## config.mk

```make
export PLATFORM = sky130hd
export DESIGN_NAME = nsfc_link
export DESIGN_NICKNAME = d
export VERILOG_FILES = /design/src/hdl/nsfc_pkg.sv /design/src/hdl/nsfc_link.sv
export SDC_FILE = /design/constraint.sdc
export NUM_CORES = 1
export LEC_CHECK = 0
export ABC_CLOCK_PERIOD_IN_PS = 2200
export BUFFER_PORTS_ARGS = -buffer_cell sky130_fd_sc_hd__buf_2
export CAP_MARGIN = 20
export CELL_PAD_IN_SITES_DETAIL_PLACEMENT = 1
export CELL_PAD_IN_SITES_GLOBAL_PLACEMENT = 2
export CORE_MARGIN = 4
export CORE_UTILIZATION = 29
export DETAILED_ROUTE_END_ITERATION = 10
export PLACE_DENSITY = 0.72
export SLEW_MARGIN = 25
export SYNTH_ARGS = -nofsm -noshare
export SYNTH_HDL_FRONTEND = slang
export SYNTH_SLANG_ARGS = --single-unit
```

## constraint.sdc

```tcl
create_clock -name i_clk -period 2.2 [get_ports i_clk]
set_clock_uncertainty 0.2 [all_clocks]
set_input_delay 0.44 -clock i_clk [delete_from_list [all_inputs] [get_ports i_clk]]
set_output_delay 0.44 -clock i_clk [all_outputs]
set_load 0.02 [all_outputs]
```

## src/hdl/nsfc_pkg.sv

```systemverilog
package nsfc_pkg;

    localparam int MaxSentenceLen = 128;
    localparam int CountW         = 8;
    localparam int MinSentenceLen = 10;

    localparam logic [7:0] CharDollar = 8'h24;
    localparam logic [7:0] CharStar   = 8'h2A;
    localparam logic [7:0] CharCr     = 8'h0D;

    localparam logic [23:0] TypeRmb = 24'h524D42;
    localparam logic [23:0] TypeRmc = 24'h524D43;
    localparam logic [23:0] TypeGga = 24'h474741;
    localparam logic [23:0] TypeVtg = 24'h565447;
    localparam logic [23:0] TypeMwv = 24'h4D5756;
    localparam logic [23:0] TypeDpt = 24'h445054;
    localparam logic [23:0] TypeVhw = 24'h564857;
    localparam logic [23:0] TypeHdg = 24'h484447;

    localparam logic [3:0] KindUnknown = 4'd0;
    localparam logic [3:0] KindRmb     = 4'd1;
    localparam logic [3:0] KindRmc     = 4'd2;
    localparam logic [3:0] KindGga     = 4'd3;
    localparam logic [3:0] KindVtg     = 4'd4;
    localparam logic [3:0] KindMwv     = 4'd5;
    localparam logic [3:0] KindDpt     = 4'd6;
    localparam logic [3:0] KindVhw     = 4'd7;
    localparam logic [3:0] KindHdg     = 4'd8;

    localparam logic [2:0] OutAccepted   = 3'd0;
    localparam logic [2:0] OutWrongLink  = 3'd1;
    localparam logic [2:0] OutUnknown    = 3'd2;
    localparam logic [2:0] OutBadSum     = 3'd3;
    localparam logic [2:0] OutBadLength  = 3'd4;

    localparam logic [2:0] CfgNav     = 3'd0;
    localparam logic [2:0] CfgGnss    = 3'd1;
    localparam logic [2:0] CfgWind    = 3'd2;
    localparam logic [2:0] CfgDepth   = 3'd3;
    localparam logic [2:0] CfgSpeed   = 3'd4;
    localparam logic [2:0] CfgCompass = 3'd5;

    typedef struct packed {
        logic              active;
        logic [CountW-1:0] count;
        logic [7:0]        running_xor;
        logic [7:0]        star_xor;
        logic              star_seen;
        logic              sum_ok;
        logic [23:0]       type_chars;
    } t_link_view;

    function automatic logic [3:0] kind_of(input logic [23:0] t);
        logic [3:0] k;
        case (t)
            TypeRmb: k = KindRmb;
            TypeRmc: k = KindRmc;
            TypeGga: k = KindGga;
            TypeVtg: k = KindVtg;
            TypeMwv: k = KindMwv;
            TypeDpt: k = KindDpt;
            TypeVhw: k = KindVhw;
            TypeHdg: k = KindHdg;
            default: k = KindUnknown;
        endcase
        return k;
    endfunction

endpackage

```

## src/hdl/nsfc_link.sv

```systemverilog
module nsfc_link #(
    parameter int MAX_SENTENCE_LEN = nsfc_pkg::MaxSentenceLen
) (
    input  logic                i_clk,
    input  logic                i_rst_n,
    input  logic                i_en,
    input  logic [7:0]          i_byte,
    output nsfc_pkg::t_link_view o_view
);
    import nsfc_pkg::*;

    logic              r_active,   n_active;
    logic [CountW-1:0] r_count,    n_count;
    logic [7:0]        r_run_xor,  n_run_xor;
    logic [7:0]        r_star_xor, n_star_xor;
    logic              r_star,     n_star;
    logic [1:0]        r_taken,    n_taken;
    logic [7:0]        r_rcv,      n_rcv;
    logic              r_hex_ok,   n_hex_ok;
    logic [23:0]       r_type,     n_type;

    logic [CountW:0]   count_inc;
    logic [4:0]        nib;

    // {valid, value}
    function automatic logic [4:0] hex_nibble(input logic [7:0] c);
        logic [4:0] r;
        if (c >= 8'h30 && c <= 8'h39)      r = {1'b1, 4'(c - 8'h30)};
        else if (c >= 8'h41 && c <= 8'h46) r = {1'b1, 4'(c - 8'h37)};
        else if (c >= 8'h61 && c <= 8'h66) r = {1'b1, 4'(c - 8'h57)};
        else                               r = 5'd0;
        return r;
    endfunction

    assign count_inc = {1'b0, r_count} + {{CountW{1'b0}}, 1'b1};
    assign nib       = hex_nibble(i_byte);

    always_comb begin
        n_active   = r_active;
        n_count    = r_count;
        n_run_xor  = r_run_xor;
        n_star_xor = r_star_xor;
        n_star     = r_star;
        n_taken    = r_taken;
        n_rcv      = r_rcv;
        n_hex_ok   = r_hex_ok;
        n_type     = r_type;
        if (i_en && (i_byte == CharDollar || (r_active && i_byte == CharCr))) begin
            n_active   = (i_byte == CharDollar);
            n_count    = (i_byte == CharDollar) ? CountW'(1) : '0;
            n_run_xor  = '0;
            n_star_xor = '0;
            n_star     = 1'b0;
            n_taken    = '0;
            n_rcv      = '0;
            n_hex_ok   = 1'b1;
            n_type     = '0;
        end else if (i_en && r_active) begin
            if (i_byte == CharStar) begin
                n_star_xor = r_run_xor;
                n_star     = 1'b1;
                n_taken    = '0;
                n_rcv      = '0;
                n_hex_ok   = 1'b1;
            end else if (r_star && r_taken != 2'd2) begin
                if (!nib[4]) n_hex_ok = 1'b0;
                else         n_rcv    = {r_rcv[3:0], nib[3:0]};
                n_taken = r_taken + 2'd1;
            end
            n_run_xor = r_run_xor ^ i_byte;
            if (r_count >= CountW'(3) && r_count <= CountW'(5)) begin
                n_type = {r_type[15:0], i_byte};
            end
            if (count_inc >= (CountW+1)'(MAX_SENTENCE_LEN)) begin
                n_active   = 1'b0;
                n_count    = '0;
                n_run_xor  = '0;
                n_star_xor = '0;
                n_star     = 1'b0;
                n_taken    = '0;
                n_rcv      = '0;
                n_hex_ok   = 1'b1;
                n_type     = '0;
            end else begin
                n_count = count_inc[CountW-1:0];
            end
        end
    end

    always_ff @(posedge i_clk) begin
        if (!i_rst_n) begin
            r_active   <= 1'b0;
            r_count    <= '0;
            r_run_xor  <= '0;
            r_star_xor <= '0;
            r_star     <= 1'b0;
            r_taken    <= '0;
            r_rcv      <= '0;
            r_hex_ok   <= 1'b1;
            r_type     <= '0;
        end else begin
            r_active   <= n_active;
            r_count    <= n_count;
            r_run_xor  <= n_run_xor;
            r_star_xor <= n_star_xor;
            r_star     <= n_star;
            r_taken    <= n_taken;
            r_rcv      <= n_rcv;
            r_hex_ok   <= n_hex_ok;
            r_type     <= n_type;
        end
    end

    always_comb begin
        o_view.active      = r_active;
        o_view.count       = r_count;
        o_view.running_xor = r_run_xor;
        o_view.star_xor    = r_star_xor;
        o_view.star_seen   = r_star;
        o_view.sum_ok      = r_star && (r_taken == 2'd2) && r_hex_ok && (r_rcv == r_star_xor);
        o_view.type_chars  = r_type;
    end

endmodule

```

==> results.json <==
{
  "ys_seq_area_share_pct": 45.8,
  "dp_hpwl_um": 6030,
  "drv_slew": 0,
  "irDropWorstVdd_v": 0.000294,
  "min_path_type": "primary input to flop",
  "internal-power_uw": 1600,
  "grt_pass1_vias": 2695,
  "grtUsageTotal_pct": 15.2,
  "path_max_fanout": 6,
  "timing.fmax_mhz": 441,
  "crit_path_cell_trace": "ha_4 > o41a_1 > or4_4 > nor3_4 > a22o_1",
  "drt-pass1-iter-count": 4,
  "synth_edf_count": 0,
  "remaining_drc_errors": 0,
  "p_leak_uw": 0.00175,
  "initial_core_util_pct": 30.2,
  "final_cells": 500,
  "cts.sinks": 61,
  "required_ps": 2280,
  "cts_tree": "done",
  "slowest_stage": "or4_4",
  "die_height_um": 104,
  "drt-vias-per-instance": 5.12,
  "grt_pass1_wl_um": 13500,
  "p_seq_share_pct": 50.8,
  "vias": 2559,
  "cts_made_buffers": 9,
  "worst-path-buf-inv": 0,
  "h-tree-depth": 3,
  "cts.path.max_buffers": 2,
  "synth_seq_cells": 61,
  "period_needed_ps": 2270,
  "power_switching_uw": 560,
  "final_cell_mix": "61 x buf_2, 54 x dfxtp_1, 53 x buf_4",
  "whs_ps": 173,
  "grt-ovfl-total": 0,
  "root_buffer": "clkbuf_8",
  "clk_pin_slew_ps": 80,
  "final_hold_viol_count": 0,
  "worstSetupEndpointType": "flop",
  "finalNetCount": 407,
  "ant_nets": 0,
  "start_kind": "flop",
  "die_w_um": 104,
  "synth_ff_type": "dfxtp_1",
  "synth-async-reset-ratio_pct": 0,
  "wl_um": 8020,
  "fin_crit_sh_pct": 103,
  "max_stage_delay_ps": 600,
  "path_class": "flop to flop",
  "wl_per_cell_um": 16.0,
  "setup_violations": 6,
  "die_area_um2": 10800,
  "cp_top_family": "simple AND/OR/NAND/NOR gates",
  "yosysWarnings": 0,
  "layout-drive-gt1-share_pct": 40.6,
  "clkLatencyLatePin_ps": 340,
  "drt-initial-drc-count": 70,
  "cp_data_arrival_time_ps": 2350,
  "worst_slew_pin_slew_ps": 378,
  "p_comb_share_pct": 5.8,
  "outcome": "complete, but fails checks",
  "p_per_area_nw_per_um2": 570,
  "row_count": 34,
  "syn_nets": 291,
  "dp_cells": 481,
  "antenna_cells": 0,
  "cap_violations": 0,
  "pin_count": 62,
  "p_clk_share_pct": 43.4,
  "syn_area_per_cell_um2": 9.85,
  "swShare_pct": 25.9,
  "yosysUniqueCellTypes": 49,
  "setup_ws_ps": -70.0,
  "netlist_area_um2": 2670,
  "grt_max_degree": 25,
  "mostFrequentLayoutCell": "buf_2",
  "postSynthCellCount": 271,
  "gp_congestion": 0.821,
  "area_delta_synth_final_pct": 41.9,
  "violations": "setup timing",
  "portBuffers": 61,
  "antenna_found_initial": 0,
  "slew_headroom_pct": 74.4,
  "placeableCoreArea_um2": 8850,
  "rsz0062_at_grt": "yes"
}
[layer usage]
metal / vias to the layer above / global-route usage, % / share of wire [%]
met1: 1261 / 18.7 / 46
met4: 0 / 4.84 / 1.4
met3: 11 / 3.72 / 4.0
met2: 50 / 26.1 / 49
li1: 1237 / - / -
met5: - / 0 / 0
[state kept, by name, summed over array words and instances (netlist names)]
name	count
r_star_xor	8
r_run_xor	8
r_type	24
r_star	1
r_active	1
r_taken	2
r_hex_ok	1
r_count	8
r_rcv	8
[synth_stat cells, types with 6 or more instances]
library cell	n	area (um^2)
xnor2_1	11	96.3
a21oi_1	6	30.0
nor3_1	6	30.0
nor2_1	19	71.3
and3_1	7	43.8
dfxtp_1	61	1220
ha_1	9	113
o21ai_0	8	40.0
xor2_1	8	70.1
a22o_1	40	350
nand2_1	18	67.6
nand3_1	6	30.0
inv_1	10	37.5
nand4_1	9	56.3
[power groups by stage]
stage	sequential (uW)	combinational (uW)	clock, uW
2_1_floorplan	1120	51.8	0
3_3_place_gp	1120	124	0
3_5_place_dp	1120	126	0
4_1_cts	1100	127	970
5_1_grt	1100	139	1020
6_report	1100	126	936
[through the flow]
step | power, uW | setup slack [ps] | instance area (um^2) | utilization (%) | setup TNS, ps
global placement | 1250 | -240 | 3490 | 39.5 | -8010
finish | 2160 | -70.0 | 3790 | 42.8 | -320
global route | 2250 | -128 | 3790 | 42.8 | -757
detailed placement | 1250 | -311 | 3490 | 39.5 | -9910
CTS | 2190 | -58.6 | 3720 | 42.1 | -250
floorplan | 1180 | -5.17 | 2700 | - | -103
[worst paths after layout]
path         cells past startpoint        from    endpoint  slack, ps
max                              5  r_count[0]    r_rcv[0]        -70
min                              2   i_byte[3]   r_type[3]        170
max reg2reg                      5  r_count[0]    r_rcv[0]        -70
min reg2reg                      1  r_type[16]  r_type[16]        280
[logic make-up (layout without fill, tap and decap cells)]
logic type / count (synthesis) / in the layout / share of synthesized area [%]
buffers and inverters: 22 / 143 / 3.84
AOI/OAI and AO/OA: 75 / 75 / 22.1
DFF: 61 / 61 / 45.8
xor gates and xnor gates: 19 / 19 / 6.24
and+or+nand+nor: 85 / 85 / 17.8
adders and majority gates: 9 / 9 / 4.22
[cell type report]
cell class,instances,area [um^2]
Fill cell,1042,5060
Multi-Input combinational cell,188,1430
Sequential cell,61,1240
Timing Repair Buffer,117,754
Clock buffer,10,138
Tap cell,108,135
Clock inverter,6,45.0
Inverter,10,37.5
[timing repair]
action	in CTS	in global routing
hold buffers	0	0
gates resized for setup	8	9
endpoints found under the hold margin	0	0
endpoints found under the setup margin	40	44
buffers inserted	1	2
pin swaps	4	2
No activity file was read; power rests on OpenSTA's default activity.
